[config.mk]
export PLATFORM = sky130hd
export DESIGN_NAME = two_level_feedback_scheduler_flat
export DESIGN_NICKNAME = d
export VERILOG_FILES = /design/src/rtl/core/tlfs_pkg.sv /design/src/rtl/core/tlfs_if.sv /design/src/rtl/core/tlfs_ram.sv /design/src/rtl/core/tlfs_ctrl.sv /design/src/rtl/core/tlfs_dp.sv /design/src/rtl/core/two_level_feedback_scheduler.sv /design/src/flat_wrapper.sv
export VERILOG_INCLUDE_DIRS = /design/src /design/src/rtl/core
export SDC_FILE = /design/constraint.sdc
export NUM_CORES = 2
export LEC_CHECK = 0
export ABC_CLOCK_PERIOD_IN_PS = 17900
export BUFFER_PORTS_ARGS = -buffer_cell sky130_fd_sc_hd__buf_2
export CORE_MARGIN = 2
export CORE_UTILIZATION = 55
export DETAILED_ROUTE_END_ITERATION = 12
export GPL_ROUTABILITY_DRIVEN = 0
export PLACE_DENSITY = 0.71
export SYNTH_ARGS = -nofsm -noshare
export SYNTH_HDL_FRONTEND = slang
export SYNTH_SLANG_ARGS = --single-unit
[constraint.sdc]
create_clock -name clk -period 17.9 [get_ports clk]
set_clock_uncertainty 0.15 [all_clocks]
set_input_delay 2.685 -clock clk [delete_from_list [all_inputs] [get_ports clk]]
set_output_delay 2.685 -clock clk [all_outputs]
set_load 0.01 [all_outputs]
[src/rtl/core/two_level_feedback_scheduler_defines.svh]
// assertion macros for the two-level feedback scheduler
`ifndef TWO_LEVEL_FEEDBACK_SCHEDULER_DEFINES_SVH
`define TWO_LEVEL_FEEDBACK_SCHEDULER_DEFINES_SVH
`ifndef ASSERT_OFF
`define TLFS_ASSERT_NOW(lbl, pre, post, msg) \
	lbl: assert property (@(posedge clk) disable iff (!arst_n) (pre) |-> (post)) else $error(msg);
`define TLFS_ASSERT_NEXT(lbl, pre, post, msg) \
	lbl: assert property (@(posedge clk) disable iff (!arst_n) (pre) |=> (post)) else $error(msg);
`else
`define TLFS_ASSERT_NOW(lbl, pre, post, msg)
`define TLFS_ASSERT_NEXT(lbl, pre, post, msg)
`endif
`endif

[src/rtl/core/tlfs_pkg.sv]
// types and constants of the two-level feedback scheduler
`timescale 1ns / 1ps
package tlfs_pkg;
	localparam int unsigned ID_W = 8;
	localparam int unsigned PRIO_W = 8;
	localparam int unsigned LEN_W = 16;
	localparam int unsigned STAMP_W = 16;
	localparam int unsigned QUANT_W = 4;
	localparam logic [QUANT_W-1:0] QUANT_RESET = 4'd4;

	typedef enum logic {
		REG_QUANTUM_HIGH = 1'b0,
		REG_QUANTUM_LOW  = 1'b1
	} reg_idx_t;

	localparam logic FUNC_ARRIVAL = 1'b0;
	localparam logic FUNC_TICK = 1'b1;
	localparam logic LEVEL_HIGH = 1'b0;
	localparam logic LEVEL_LOW = 1'b1;

	typedef struct packed {
		logic [ID_W-1:0]    id;
		logic [PRIO_W-1:0]  prio;
		logic [LEN_W-1:0]   rem;
		logic [STAMP_W-1:0] order;
	} hi_entry_t;

	typedef struct packed {
		logic [ID_W-1:0]  id;
		logic [LEN_W-1:0] rem;
	} lo_entry_t;

	typedef struct packed {
		logic            ran;
		logic [ID_W-1:0] run_id;
		logic            run_level;
		logic            finished;
		logic            dropped;
	} res_t;

	typedef struct packed {
		logic in_ready;
		logic scan_start;
		logic scan_rd;
		logic drop_res;
		logic arr_do;
		logic idle_res;
		logic rot_wr;
		logic hi_run;
		logic lo_run;
		logic load_out;
	} cmd_t;

	typedef struct packed {
		logic in_valid;
		logic func;
		logic full;
		logic scan_last;
		logic found;
		logic need_rot;
		logic lo_nonempty;
		logic out_free;
	} sts_t;
endpackage

[src/rtl/core/tlfs_if.sv]
// request and response channel interfaces
`timescale 1ns / 1ps
interface tlfs_req_if;
	import tlfs_pkg::*;
	logic                valid;
	logic                ready;
	logic                func;
	logic [ID_W-1:0]     task_id;
	logic [PRIO_W-1:0]   task_prio;
	logic [LEN_W-1:0]    burst_len;
	modport source (output valid, func, task_id, task_prio, burst_len, input ready);
	modport sink (input valid, func, task_id, task_prio, burst_len, output ready);
endinterface

interface tlfs_rsp_if;
	import tlfs_pkg::*;
	logic            valid;
	logic            ready;
	logic            ran;
	logic [ID_W-1:0] run_id;
	logic            run_level;
	logic            finished;
	logic            dropped;
	modport source (output valid, ran, run_id, run_level, finished, dropped, input ready);
	modport sink (input valid, ran, run_id, run_level, finished, dropped, output ready);
endinterface

[src/rtl/core/tlfs_ram.sv]
// generic simple dual-port ram with registered read
`timescale 1ns / 1ps
module tlfs_ram #(
	parameter int unsigned WIDTH = 8,
	parameter int unsigned DEPTH = 16
) (
	input  logic                     clk,
	input  logic                     we,
	input  logic [$clog2(DEPTH)-1:0] waddr,
	input  logic [WIDTH-1:0]         wdata,
	input  logic                     re,
	input  logic [$clog2(DEPTH)-1:0] raddr,
	output logic [WIDTH-1:0]         rdata
);
	logic [WIDTH-1:0] mem_q [DEPTH];

	always_ff @(posedge clk) begin
		if (we) begin
			mem_q[waddr] <= wdata;
		end
		if (re) begin
			rdata <= mem_q[raddr];
		end
	end
endmodule

[src/rtl/core/tlfs_ctrl.sv]
// controller state machine of the scheduler
`timescale 1ns / 1ps
module tlfs_ctrl (
	input  logic          clk,
	input  logic          arst_n,
	input  tlfs_pkg::sts_t sts,
	output tlfs_pkg::cmd_t cmd
);
	import tlfs_pkg::*;

	typedef enum logic [3:0] {
		ST_IDLE,
		ST_DISPATCH,
		ST_SCAN,
		ST_SCAN_LAST,
		ST_DECIDE,
		ST_ROT_WR,
		ST_HI_RUN,
		ST_LO_RUN,
		ST_DONE
	} state_t;

	state_t state_q, state_d;

	always_comb begin
		state_d = state_q;
		cmd = '0;
		unique case (state_q)
			ST_IDLE: begin
				cmd.in_ready = 1'b1;
				if (sts.in_valid) state_d = ST_DISPATCH;
			end
			ST_DISPATCH: begin
				if (sts.func == FUNC_ARRIVAL && sts.full) begin
					cmd.drop_res = 1'b1;
					state_d = ST_DONE;
				end else begin
					cmd.scan_start = 1'b1;
					state_d = ST_SCAN;
				end
			end
			ST_SCAN: begin
				cmd.scan_rd = 1'b1;
				if (sts.scan_last) state_d = ST_SCAN_LAST;
			end
			ST_SCAN_LAST: state_d = ST_DECIDE;
			ST_DECIDE: begin
				priority if (sts.func == FUNC_ARRIVAL) begin
					cmd.arr_do = 1'b1;
					state_d = ST_DONE;
				end else if (sts.found && sts.need_rot) begin
					state_d = ST_ROT_WR;
				end else if (sts.found) begin
					state_d = ST_HI_RUN;
				end else if (sts.lo_nonempty) begin
					state_d = ST_LO_RUN;
				end else begin
					cmd.idle_res = 1'b1;
					state_d = ST_DONE;
				end
			end
			ST_ROT_WR: begin
				cmd.rot_wr = 1'b1;
				state_d = ST_HI_RUN;
			end
			ST_HI_RUN: begin
				cmd.hi_run = 1'b1;
				state_d = ST_DONE;
			end
			ST_LO_RUN: begin
				cmd.lo_run = 1'b1;
				state_d = ST_DONE;
			end
			ST_DONE: begin
				if (sts.out_free) begin
					cmd.load_out = 1'b1;
					state_d = ST_IDLE;
				end
			end
			default: state_d = ST_IDLE;
		endcase
	end

	always_ff @(posedge clk or negedge arst_n) begin
		if (!arst_n) begin
			state_q <= ST_IDLE;
		end else begin
			state_q <= state_d;
		end
	end
endmodule

[src/rtl/core/tlfs_dp.sv]
// datapath of the scheduler: task tables, queue pointers, slice counters
`timescale 1ns / 1ps
module tlfs_dp #(
	parameter int unsigned DEPTH = 16
) (
	input  logic                       clk,
	input  logic                       arst_n,
	tlfs_req_if.sink                   req,
	tlfs_rsp_if.source                 rsp,
	input  logic                       cfg_we,
	input  logic                       cfg_idx,
	input  logic [tlfs_pkg::QUANT_W-1:0] cfg_data,
	input  tlfs_pkg::cmd_t             cmd,
	output tlfs_pkg::sts_t             sts
);
	import tlfs_pkg::*;

	localparam int unsigned AW = $clog2(DEPTH);
	localparam int unsigned CW = $clog2(DEPTH + 1);

	function automatic logic [AW-1:0] ptr_inc(input logic [AW-1:0] p);
		ptr_inc = (p == AW'(DEPTH - 1)) ? '0 : p + 1'b1;
	endfunction

	logic               func_q;
	logic [ID_W-1:0]    id_q;
	logic [PRIO_W-1:0]  prio_q;
	logic [LEN_W-1:0]   burst_q;
	logic [QUANT_W-1:0] qh_q, ql_q, hi_slice_q, lo_slice_q;
	logic [DEPTH-1:0]   valid_q;
	logic [CW-1:0]      hi_count_q, lo_count_q;
	logic [AW-1:0]      lo_head_q, lo_tail_q;
	logic [STAMP_W-1:0] stamp_q;
	logic [AW-1:0]      scan_cnt_q, idx_s1;
	logic               scan_s1, vld_s1;
	logic               found_q, free_found_q;
	logic [AW-1:0]      best_idx_q, free_idx_q;
	logic [ID_W-1:0]    best_id_q;
	logic [PRIO_W-1:0]  best_prio_q;
	logic [LEN_W-1:0]   best_rem_q;
	logic [STAMP_W-1:0] best_order_q, best_age_q;
	res_t               res_q, out_q;
	logic               out_valid_q;

	hi_entry_t          hi_rd, hi_wdata;
	lo_entry_t          lo_rd, lo_wdata;
	logic               hi_we, lo_we;
	logic [AW-1:0]      hi_waddr, lo_waddr, slot;
	logic [STAMP_W-1:0] age_s1;
	logic               better, demote, in_fire;
	logic               hi_last, hi_expire, hi_remove, hi_push;
	logic               lo_last, lo_expire, lo_adv;
	logic [LEN_W-1:0]   hi_rem_dec, lo_rem_dec;

	tlfs_ram #(.WIDTH($bits(hi_entry_t)), .DEPTH(DEPTH)) u_hi_ram (
		.clk   (clk),
		.we    (hi_we),
		.waddr (hi_waddr),
		.wdata (hi_wdata),
		.re    (cmd.scan_rd),
		.raddr (scan_cnt_q),
		.rdata (hi_rd)
	);

	tlfs_ram #(.WIDTH($bits(lo_entry_t)), .DEPTH(DEPTH)) u_lo_ram (
		.clk   (clk),
		.we    (lo_we),
		.waddr (lo_waddr),
		.wdata (lo_wdata),
		.re    (1'b1),
		.raddr (lo_head_q),
		.rdata (lo_rd)
	);

	assign in_fire = req.valid && req.ready;
	assign req.ready = cmd.in_ready;

	assign age_s1 = stamp_q - hi_rd.order;
	assign better = scan_s1 && vld_s1 && (!found_q || hi_rd.prio < best_prio_q ||
		(hi_rd.prio == best_prio_q && age_s1 > best_age_q));

	assign demote = found_q && hi_slice_q != qh_q && prio_q < best_prio_q;
	assign slot = (demote && best_idx_q < free_idx_q) ? best_idx_q : free_idx_q;

	assign hi_rem_dec = best_rem_q - 1'b1;
	assign hi_last = best_rem_q[LEN_W-1:1] == '0;
	assign hi_expire = hi_slice_q[QUANT_W-1:1] == '0;
	assign hi_remove = cmd.hi_run && (hi_last || hi_expire);
	assign hi_push = cmd.hi_run && !hi_last && hi_expire;

	assign lo_rem_dec = lo_rd.rem - 1'b1;
	assign lo_last = lo_rd.rem[LEN_W-1:1] == '0;
	assign lo_expire = lo_slice_q[QUANT_W-1:1] == '0;
	assign lo_adv = cmd.lo_run && (lo_last || lo_expire);

	always_comb begin
		hi_we = 1'b0;
		hi_waddr = slot;
		hi_wdata = '{id: id_q, prio: prio_q, rem: burst_q, order: stamp_q};
		if (cmd.arr_do) begin
			hi_we = 1'b1;
		end else if (cmd.hi_run && !hi_last && !hi_expire) begin
			hi_we = 1'b1;
			hi_waddr = best_idx_q;
			hi_wdata = '{id: best_id_q, prio: best_prio_q, rem: hi_rem_dec,
				order: best_order_q};
		end
	end

	always_comb begin
		lo_we = 1'b0;
		lo_waddr = lo_tail_q;
		lo_wdata = '{id: best_id_q, rem: best_rem_q};
		priority if (cmd.arr_do && demote) begin
			lo_we = 1'b1;
		end else if (cmd.rot_wr) begin
			lo_we = 1'b1;
			lo_wdata = lo_rd;
		end else if (hi_push) begin
			lo_we = 1'b1;
			lo_wdata = '{id: best_id_q, rem: hi_rem_dec};
		end else if (cmd.lo_run && !lo_last) begin
			lo_we = 1'b1;
			lo_waddr = lo_expire ? lo_tail_q : lo_head_q;
			lo_wdata = '{id: lo_rd.id, rem: lo_rem_dec};
		end
	end

	always_comb begin
		sts.in_valid = req.valid;
		sts.func = func_q;
		sts.full = ({1'b0, hi_count_q} + {1'b0, lo_count_q}) >= (CW + 1)'(DEPTH);
		sts.scan_last = scan_cnt_q == AW'(DEPTH - 1);
		sts.found = found_q;
		sts.need_rot = lo_slice_q != ql_q && lo_count_q != '0;
		sts.lo_nonempty = lo_count_q != '0;
		sts.out_free = !out_valid_q || rsp.ready;
	end

	// input, scan and result payload
	always_ff @(posedge clk) begin
		if (in_fire) begin
			func_q <= req.func;
			id_q <= req.task_id;
			prio_q <= req.task_prio;
			burst_q <= req.burst_len;
		end
		idx_s1 <= scan_cnt_q;
		vld_s1 <= valid_q[scan_cnt_q];
		if (better) begin
			best_idx_q <= idx_s1;
			best_id_q <= hi_rd.id;
			best_prio_q <= hi_rd.prio;
			best_rem_q <= hi_rd.rem;
			best_order_q <= hi_rd.order;
			best_age_q <= age_s1;
		end
		if (cmd.scan_rd && !valid_q[scan_cnt_q] && !free_found_q) begin
			free_idx_q <= scan_cnt_q;
		end
		if (cmd.load_out) begin
			out_q <= res_q;
		end
		unique case (1'b1)
			cmd.drop_res: res_q <= '{ran: 1'b0, run_id: '0, run_level: LEVEL_HIGH,
				finished: 1'b0, dropped: 1'b1};
			cmd.arr_do, cmd.idle_res: res_q <= '0;
			cmd.hi_run: res_q <= '{ran: 1'b1, run_id: best_id_q, run_level: LEVEL_HIGH,
				finished: hi_last, dropped: 1'b0};
			cmd.lo_run: res_q <= '{ran: 1'b1, run_id: lo_rd.id, run_level: LEVEL_LOW,
				finished: lo_last, dropped: 1'b0};
			default: res_q <= res_q;
		endcase
	end

	// control state
	always_ff @(posedge clk or negedge arst_n) begin
		if (!arst_n) begin
			qh_q <= QUANT_RESET;
			ql_q <= QUANT_RESET;
			hi_slice_q <= QUANT_RESET;
			lo_slice_q <= QUANT_RESET;
			valid_q <= '0;
			hi_count_q <= '0;
			lo_count_q <= '0;
			lo_head_q <= '0;
			lo_tail_q <= '0;
			stamp_q <= '0;
			scan_cnt_q <= '0;
			scan_s1 <= 1'b0;
			found_q <= 1'b0;
			free_found_q <= 1'b0;
			out_valid_q <= 1'b0;
		end else begin
			if (cfg_we) begin
				unique case (reg_idx_t'(cfg_idx))
					REG_QUANTUM_HIGH: qh_q <= cfg_data;
					REG_QUANTUM_LOW: ql_q <= cfg_data;
					default: qh_q <= qh_q;
				endcase
			end
			scan_s1 <= cmd.scan_rd;
			if (cmd.scan_start) begin
				scan_cnt_q <= '0;
				found_q <= 1'b0;
				free_found_q <= 1'b0;
			end else begin
				if (cmd.scan_rd) begin
					scan_cnt_q <= scan_cnt_q + 1'b1;
					if (!valid_q[scan_cnt_q]) free_found_q <= 1'b1;
				end
				if (better) found_q <= 1'b1;
			end
			if (cmd.arr_do) begin
				if (demote) begin
					valid_q[best_idx_q] <= 1'b0;
					hi_slice_q <= qh_q;
					lo_tail_q <= ptr_inc(lo_tail_q);
					lo_count_q <= lo_count_q + 1'b1;
				end else begin
					hi_count_q <= hi_count_q + 1'b1;
				end
				valid_q[slot] <= 1'b1;
				stamp_q <= stamp_q + 1'b1;
			end
			if (cmd.rot_wr) begin
				lo_head_q <= ptr_inc(lo_head_q);
				lo_tail_q <= ptr_inc(lo_tail_q);
				lo_slice_q <= ql_q;
			end
			if (cmd.hi_run) begin
				if (hi_remove) begin
					valid_q[best_idx_q] <= 1'b0;
					hi_count_q <= hi_count_q - 1'b1;
					hi_slice_q <= qh_q;
				end else begin
					hi_slice_q <= hi_slice_q - 1'b1;
				end
				if (hi_push) begin
					lo_tail_q <= ptr_inc(lo_tail_q);
					lo_count_q <= lo_count_q + 1'b1;
				end
			end
			if (cmd.lo_run) begin
				if (lo_adv) begin
					lo_head_q <= ptr_inc(lo_head_q);
					lo_slice_q <= ql_q;
				end else begin
					lo_slice_q <= lo_slice_q - 1'b1;
				end
				if (lo_last) begin
					lo_count_q <= lo_count_q - 1'b1;
				end else if (lo_expire) begin
					lo_tail_q <= ptr_inc(lo_tail_q);
				end
			end
			if (cmd.load_out) begin
				out_valid_q <= 1'b1;
			end else if (rsp.ready) begin
				out_valid_q <= 1'b0;
			end
		end
	end

	assign rsp.valid = out_valid_q;
	assign rsp.ran = out_q.ran;
	assign rsp.run_id = out_q.run_id;
	assign rsp.run_level = out_q.run_level;
	assign rsp.finished = out_q.finished;
	assign rsp.dropped = out_q.dropped;
endmodule

[src/rtl/core/two_level_feedback_scheduler.sv]
// top level of the two-level feedback scheduler
//
//   channel  dir  handshake      payload
//   req      in   valid/ready    func, task_id, task_prio, burst_len
//   rsp      out  valid/ready    ran, run_id, run_level, finished, dropped
//   cfg      in   cfg_we         cfg_idx, cfg_data
//
// one transaction at a time; a tick or a non-full arrival scans the whole
// priority table, one entry a cycle, and a dropped arrival skips the scan
// req is taken again once the result sits in the output register
// arst_n clears both levels; the table contents need no clearing pass
`timescale 1ns / 1ps
`include "two_level_feedback_scheduler_defines.svh"
module two_level_feedback_scheduler #(
	parameter int unsigned DEPTH = 16
) (
	input  logic                         clk,
	input  logic                         arst_n,
	tlfs_req_if.sink                     req,
	tlfs_rsp_if.source                   rsp,
	input  logic                         cfg_we,
	input  logic                         cfg_idx,
	input  logic [tlfs_pkg::QUANT_W-1:0] cfg_data
);
	import tlfs_pkg::*;

	cmd_t cmd;
	sts_t sts;

	tlfs_ctrl u_ctrl (
		.clk    (clk),
		.arst_n (arst_n),
		.sts    (sts),
		.cmd    (cmd)
	);

	tlfs_dp #(.DEPTH(DEPTH)) u_dp (
		.clk      (clk),
		.arst_n   (arst_n),
		.req      (req),
		.rsp      (rsp),
		.cfg_we   (cfg_we),
		.cfg_idx  (cfg_idx),
		.cfg_data (cfg_data),
		.cmd      (cmd),
		.sts      (sts)
	);

	`TLFS_ASSERT_NEXT(a_one_at_a_time, req.valid && req.ready, !req.ready, "req taken twice")
	`TLFS_ASSERT_NOW(a_drop_no_run, rsp.valid && rsp.dropped, !rsp.ran, "dropped with run")
	`TLFS_ASSERT_NOW(a_fin_ran, rsp.valid && rsp.finished, rsp.ran, "finished without run")
	`TLFS_ASSERT_NOW(a_idle_zero, rsp.valid && !rsp.ran,
		rsp.run_id == '0 && rsp.run_level == LEVEL_HIGH, "idle result not zero")
endmodule
[src/flat_wrapper.sv]
// flat-port wrapper written by rule: the top's interface ports become plain ports
module two_level_feedback_scheduler_flat import tlfs_pkg::*;
#(
	parameter int unsigned DEPTH = 16
)
  (clk, arst_n, cfg_we, cfg_idx, cfg_data, req_valid, req_func, req_task_id, req_task_prio, req_burst_len, req_ready, rsp_valid, rsp_ran, rsp_run_id, rsp_run_level, rsp_finished, rsp_dropped, rsp_ready);
  tlfs_req_if req_i ();
  tlfs_rsp_if rsp_i ();
  input  logic clk;
  input  logic arst_n;
  input  logic cfg_we;
  input  logic cfg_idx;
  input  logic [tlfs_pkg::QUANT_W-1:0] cfg_data;
  input wire logic [$bits(req_i.valid)-1:0] req_valid;
  input wire logic [$bits(req_i.func)-1:0] req_func;
  input wire logic [$bits(req_i.task_id)-1:0] req_task_id;
  input wire logic [$bits(req_i.task_prio)-1:0] req_task_prio;
  input wire logic [$bits(req_i.burst_len)-1:0] req_burst_len;
  output wire logic [$bits(req_i.ready)-1:0] req_ready;
  output wire logic [$bits(rsp_i.valid)-1:0] rsp_valid;
  output wire logic [$bits(rsp_i.ran)-1:0] rsp_ran;
  output wire logic [$bits(rsp_i.run_id)-1:0] rsp_run_id;
  output wire logic [$bits(rsp_i.run_level)-1:0] rsp_run_level;
  output wire logic [$bits(rsp_i.finished)-1:0] rsp_finished;
  output wire logic [$bits(rsp_i.dropped)-1:0] rsp_dropped;
  input wire logic [$bits(rsp_i.ready)-1:0] rsp_ready;
  assign req_i.valid = req_valid;
  assign req_i.func = req_func;
  assign req_i.task_id = req_task_id;
  assign req_i.task_prio = req_task_prio;
  assign req_i.burst_len = req_burst_len;
  assign req_ready = req_i.ready;
  assign rsp_valid = rsp_i.valid;
  assign rsp_ran = rsp_i.ran;
  assign rsp_run_id = rsp_i.run_id;
  assign rsp_run_level = rsp_i.run_level;
  assign rsp_finished = rsp_i.finished;
  assign rsp_dropped = rsp_i.dropped;
  assign rsp_i.ready = rsp_ready;
  two_level_feedback_scheduler #(.DEPTH(DEPTH)) u_core (.clk(clk), .arst_n(arst_n), .req(req_i), .rsp(rsp_i), .cfg_we(cfg_we), .cfg_idx(cfg_idx), .cfg_data(cfg_data));
endmodule
==> impl_summary.md <==
Hold path
The class of the tightest hold or removal check is reg -> reg. In this run the most critical hold path is launched from u_core.u_dp.idx_s1[1]. Along the worst hold path, the cell count comes to 0.

The worst hold path terminates at u_core.u_dp.best_idx_q[1].

Critical path
The worst register-to-register path ends at u_core.u_dp.best_rem_q[2]. The critical path is of the reg -> reg type. The worst reg2reg path startpoint is u_core.u_dp.stamp_q[0].

The endpoint class of the critical path is a flip-flop. The required arrival time at the worst endpoint is 18.12 ns. The kind of start point of the critical path is a flip-flop. The arrival time of data at the critical path endpoint is 5.83 ns. Setup slack on the worst reg-to-reg path comes out at 12.29 ns.

The worst-case reg-to-reg path depth is 15. The biggest fanout along the worst timing path is 43.

Clocking
The number of hold-repair buffers added at the cts stage is 0. The later pin in the worst-skew pair is clocked with a latency of 0.75 ns. The TritonCTS clock tree is built. The clock sink total is 1436. Buffers added to address setup during post-CTS repair amount to 0.

Buffers inserted during clock tree synthesis total 141. The number of gates resized after CTS was 0. The H-tree was split into 4 levels. The clock-pin transition on the worst setup and hold timing paths is 0.06 ns.

The buffer cell driving the clock tree root is sky130_fd_sc_hd__clkbuf_16. No sink is reached through more buffers than the 3 on the longest clock path.

Synth
The post-synthesis sequential area ratio is 74.0%. The fraction of synthesis flops using an asynchronous set or reset pin is 5.43%. The number of cells produced by synthesis is 2952. The number of synthesized flops with an enable pin is 1329. Yosys printed 0 warnings.

The number of storage elements in the synthesis netlist is 1436. The count of cell types in the netlist is 80. The most used flip-flop cell after synthesis is sky130_fd_sc_hd__edfxtp_1. The number of nets handed over by synthesis was 3061. The post-synth design cell area is 57400 um^2. The mean area per synthesized cell is 19.4 um^2.

STA
The final count of pins violating max slew came to 0. On the final layout, the worst hold slack is 0.258 ns. Setup repair after global routing left no endpoint under its margin. In the finished design, the share of the clock period the worst path needs comes to 31.3%. The total negative setup slack is 0 ns. The max-slew headroom at the worst pin is 8.11%.

Setup violations remaining at the end of the flow were counted as 0. The measured slew at the worst slew-check pin is 1.38 ns. The highest clock frequency the design can meet is 178 MHz. The count of final hold-check violations is 0.

The smallest clock period supported by the final layout is computed as 5.61 ns.

Status
The flow ran to the end, and the final reports show no timing, DRC or antenna violations.

Pwr
Power comes to 9.09 mW. The cell area power density is 141 nW/um^2. The static power due to leakage is 20.5 nW. The worst-case IR drop observed on VDD is 0.108 mV.

Placement
Detailed placement finished with a half-perimeter wire length of 73000 um. Input and output buffers added on the ports amount to 56.

Global route
The number of global-route vias before repair is 30339. The pin count of the biggest net entering global routing is 157. The initial antenna violation count came to 3. The first global-routing pass estimated 199000 um of wire. In the global route stage, overall resource usage came out at 25.4%. For this run the aggregate overflow at the end of global routing stands at 0.

Layout
For this run, the post-layout net count is 3200. The fraction of the core area covered by cells at the end of the flow is 62.2%. Compared with the post-synthesis result, the final layout area differs by 12.2%. In the final layout, the share of cells above drive strength 1 is 24.1%.

The total of fill cells in the finished design is 7061.

Die
The floorplan step defined a die boundary enclosing 107000 um^2. The initial utilization of the core area, before any placement, comes to 55.4%. After floorplanning, the core was sized to cover 103000 um^2. The cell row count is 118. The floorplan die width is 327 um. In this run the vertical extent of the chip is 327 um. The I/O pin total is 57.

Route
Dividing the detail-routed wire length by the instance count gives 29.0 um. After the first detailed-routing iteration, the DRC count stood at 3915. Wires add up to 133000 um. In the routed layout, each cell is associated on average with a via count of 6.47.

The via count is 29657. After detailed routing, the number of remaining DRC violations is 0. The number of detailed-routing iterations run before antenna repair is 8. In this run the remaining antenna-violating nets after routing total 0.

Run
Across the run, the number of max-cap violations was 0.
[final cells by class]
| type | instances | area, um^2 | share of cell area, % |
|---|---|---|---|
| Sequential cell | 1436 | 42500 | 66.0 |
| Multi-Input combinational cell | 1299 | 14400 | 22.4 |
| Clock buffer | 187 | 3910 | 6.07 |
| Tap cell | 1380 | 1730 | 2.68 |
| Timing Repair Buffer | 134 | 893 | 1.39 |
| Clock inverter | 70 | 674 | 1.05 |
| Inverter | 79 | 297 | 0.461 |
| Antenna cell | 1 | 2.50 | 0.00389 |
[synthesized netlist by cell type (6+ instances only)]
| library cell | count | area, um^2 |
|---|---|---|
| sky130_fd_sc_hd__inv_1 | 78 | 293 |
| sky130_fd_sc_hd__nor4_1 | 23 | 144 |
| sky130_fd_sc_hd__nor2_1 | 103 | 387 |
| sky130_fd_sc_hd__ha_1 | 65 | 813 |
| sky130_fd_sc_hd__edfxtp_1 | 1329 | 39900 |
| sky130_fd_sc_hd__or2_2 | 8 | 50.1 |
| sky130_fd_sc_hd__a21o_1 | 10 | 75.1 |
| sky130_fd_sc_hd__nor3_1 | 41 | 205 |
| sky130_fd_sc_hd__xor2_1 | 21 | 184 |
| sky130_fd_sc_hd__a21oi_1 | 56 | 280 |
| sky130_fd_sc_hd__mux2i_1 | 13 | 130 |
| sky130_fd_sc_hd__nor2b_1 | 15 | 93.8 |
| sky130_fd_sc_hd__dfxtp_1 | 29 | 581 |
| sky130_fd_sc_hd__nand4_1 | 18 | 113 |
| sky130_fd_sc_hd__o21ai_0 | 76 | 380 |
| sky130_fd_sc_hd__o31ai_1 | 6 | 45.0 |
| sky130_fd_sc_hd__and3_1 | 7 | 43.8 |
| sky130_fd_sc_hd__buf_2 | 7 | 35.0 |
| sky130_fd_sc_hd__mux2_2 | 10 | 113 |
| sky130_fd_sc_hd__o211ai_1 | 9 | 67.6 |
| sky130_fd_sc_hd__a211oi_1 | 20 | 150 |
| sky130_fd_sc_hd__or3_1 | 15 | 93.8 |
| sky130_fd_sc_hd__mux4_2 | 365 | 8220 |
| sky130_fd_sc_hd__a31oi_1 | 21 | 131 |
| sky130_fd_sc_hd__buf_1 | 34 | 128 |
| sky130_fd_sc_hd__dfrtp_1 | 74 | 1850 |
| sky130_fd_sc_hd__xnor2_1 | 48 | 420 |
| sky130_fd_sc_hd__nand2b_1 | 15 | 93.8 |
| sky130_fd_sc_hd__nand2_1 | 178 | 668 |
| sky130_fd_sc_hd__clkbuf_1 | 96 | 360 |
| sky130_fd_sc_hd__o22ai_1 | 11 | 68.8 |
| sky130_fd_sc_hd__nand3_1 | 35 | 175 |
| sky130_fd_sc_hd__o21a_1 | 7 | 52.6 |
| sky130_fd_sc_hd__or4_1 | 8 | 60.1 |
| sky130_fd_sc_hd__a32oi_1 | 11 | 96.3 |
| sky130_fd_sc_hd__and2_1 | 6 | 37.5 |
[logic make-up (layout without fill, tap and decap cells)]
group	count (synthesis)	in the layout	share of synthesized area [%]
flops	1436	1436	74.0
other cells	0	1	0
fa+ha+maj	66	66	1.45
compound gates	275	275	3.12
mux	390	390	14.8
xor+xnor	69	69	1.05
buf+inv	217	470	1.45
simple gates	499	499	4.17
[flip-flops by register name, summed over array words and instances (netlist names), 5 cells and up]
| register | flops |
|---|---|
| u_core.u_dp.best_rem_q | 16 |
| u_core.u_dp.prio_q | 8 |
| u_core.u_dp.u_lo_ram.rdata | 24 |
| u_core.u_dp.hi_count_q | 5 |
| u_core.u_dp.res_q | 12 |
| u_core.u_dp.best_id_q | 8 |
| u_core.u_dp.rsp.run_id | 8 |
| u_core.u_dp.u_hi_ram.rdata | 48 |
| u_core.u_dp.lo_count_q | 5 |
| u_core.u_dp.burst_q | 16 |
| u_core.u_dp.best_age_q | 16 |
| u_core.u_dp.best_prio_q | 8 |
| u_core.u_dp.valid_q | 16 |
| u_core.u_dp.stamp_q | 16 |
| u_core.u_dp.id_q | 8 |
| u_core.u_dp.u_hi_ram.mem_q | 768 |
| u_core.u_dp.u_lo_ram.mem_q | 384 |
| u_core.u_dp.best_order_q | 16 |
[power breakdown]
part           internal [mW]  total (mW)  leakage (nW)  switching, mW
registers               4.09        4.36          13.0          0.267
clock network           1.72        2.93          2.24           1.21
logic                  0.839        1.80          5.30          0.958
[cells in the final DEF, fill, tap and decap left out, types with 65 or more instances in the layout]
| master | synthesis | layout |
|---|---|---|
| sky130_fd_sc_hd__mux4_2 | 365 | 365 |
| sky130_fd_sc_hd__ha_1 | 65 | 65 |
| sky130_fd_sc_hd__edfxtp_1 | 1329 | 1329 |
| sky130_fd_sc_hd__nor2_1 | 103 | 91 |
| sky130_fd_sc_hd__inv_1 | 78 | 78 |
| sky130_fd_sc_hd__o21ai_0 | 76 | 71 |
| sky130_fd_sc_hd__nand2_1 | 178 | 178 |
| sky130_fd_sc_hd__dfrtp_1 | 74 | 68 |
| sky130_fd_sc_hd__clkbuf_16 | 0 | 148 |
| sky130_fd_sc_hd__buf_4 | 0 | 77 |
[metal layers]
layer	GRT usage [%]	routed length [um]	vias up	share of wire [%]
li1	-	-	12332	-
met1	36.1	52400	15475	39
met2	40.6	65500	1597	49
met3	4.00	10900	253	8.2
met4	9.09	4180	0	3.1
met5	0	0	-	0
[worst max-delay path, cell delays in order, from the launching register on]
cell and delay (ns):
sky130_fd_sc_hd__dfrtp_1 0.41, sky130_fd_sc_hd__inv_1 0.13, sky130_fd_sc_hd__ha_1 0.22, sky130_fd_sc_hd__fa_1 0.23, sky130_fd_sc_hd__nor2b_1 0.07, sky130_fd_sc_hd__o31a_1 0.27, sky130_fd_sc_hd__or2_2 0.29, sky130_fd_sc_hd__o31ai_1 0.39
sky130_fd_sc_hd__o21ai_0 0.19, sky130_fd_sc_hd__xor2_1 0.26, sky130_fd_sc_hd__ha_1 0.29, sky130_fd_sc_hd__nand4_1 0.13, sky130_fd_sc_hd__nor4_1 0.07, sky130_fd_sc_hd__or4_1 0.56, sky130_fd_sc_hd__o21ai_4 0.86, sky130_fd_sc_hd__buf_4 0.66
[worst max-delay path by stage]
stage                                      start                    endpoint  slack, ns  cells after the start
final                     u_core.u_dp.stamp_q[0]   u_core.u_dp.best_rem_q[2]      12.29                     15
after global routing      u_core.u_dp.stamp_q[0]    u_core.u_dp.best_id_q[7]      12.06                     15
after CTS                 u_core.u_dp.stamp_q[0]  u_core.u_dp.best_rem_q[15]      12.32                     15
after detailed placement  u_core.u_dp.stamp_q[0]  u_core.u_dp.best_rem_q[15]      12.33                     15
after global placement    u_core.u_dp.stamp_q[0]  u_core.u_dp.best_rem_q[15]      12.54                     15
after floorplan           u_core.u_dp.stamp_q[0]   u_core.u_dp.best_age_q[0]       9.41                     14
[through the flow]
| step | worst slack (ns) | area [um^2] | std cells |
|---|---|---|---|
| 2_1_floorplan | 9.41 | 57400 | 2952 |
| 3_3_place_gp | 12.54 | 59800 | 4328 |
| 3_5_place_dp | 12.33 | 59800 | 4328 |
| 4_1_cts | 12.32 | 64400 | 4585 |
| 5_1_grt | 12.06 | 64400 | 4586 |
| 6_report | 12.29 | 64400 | 4586 |
Power figures use the tool's default switching activity.
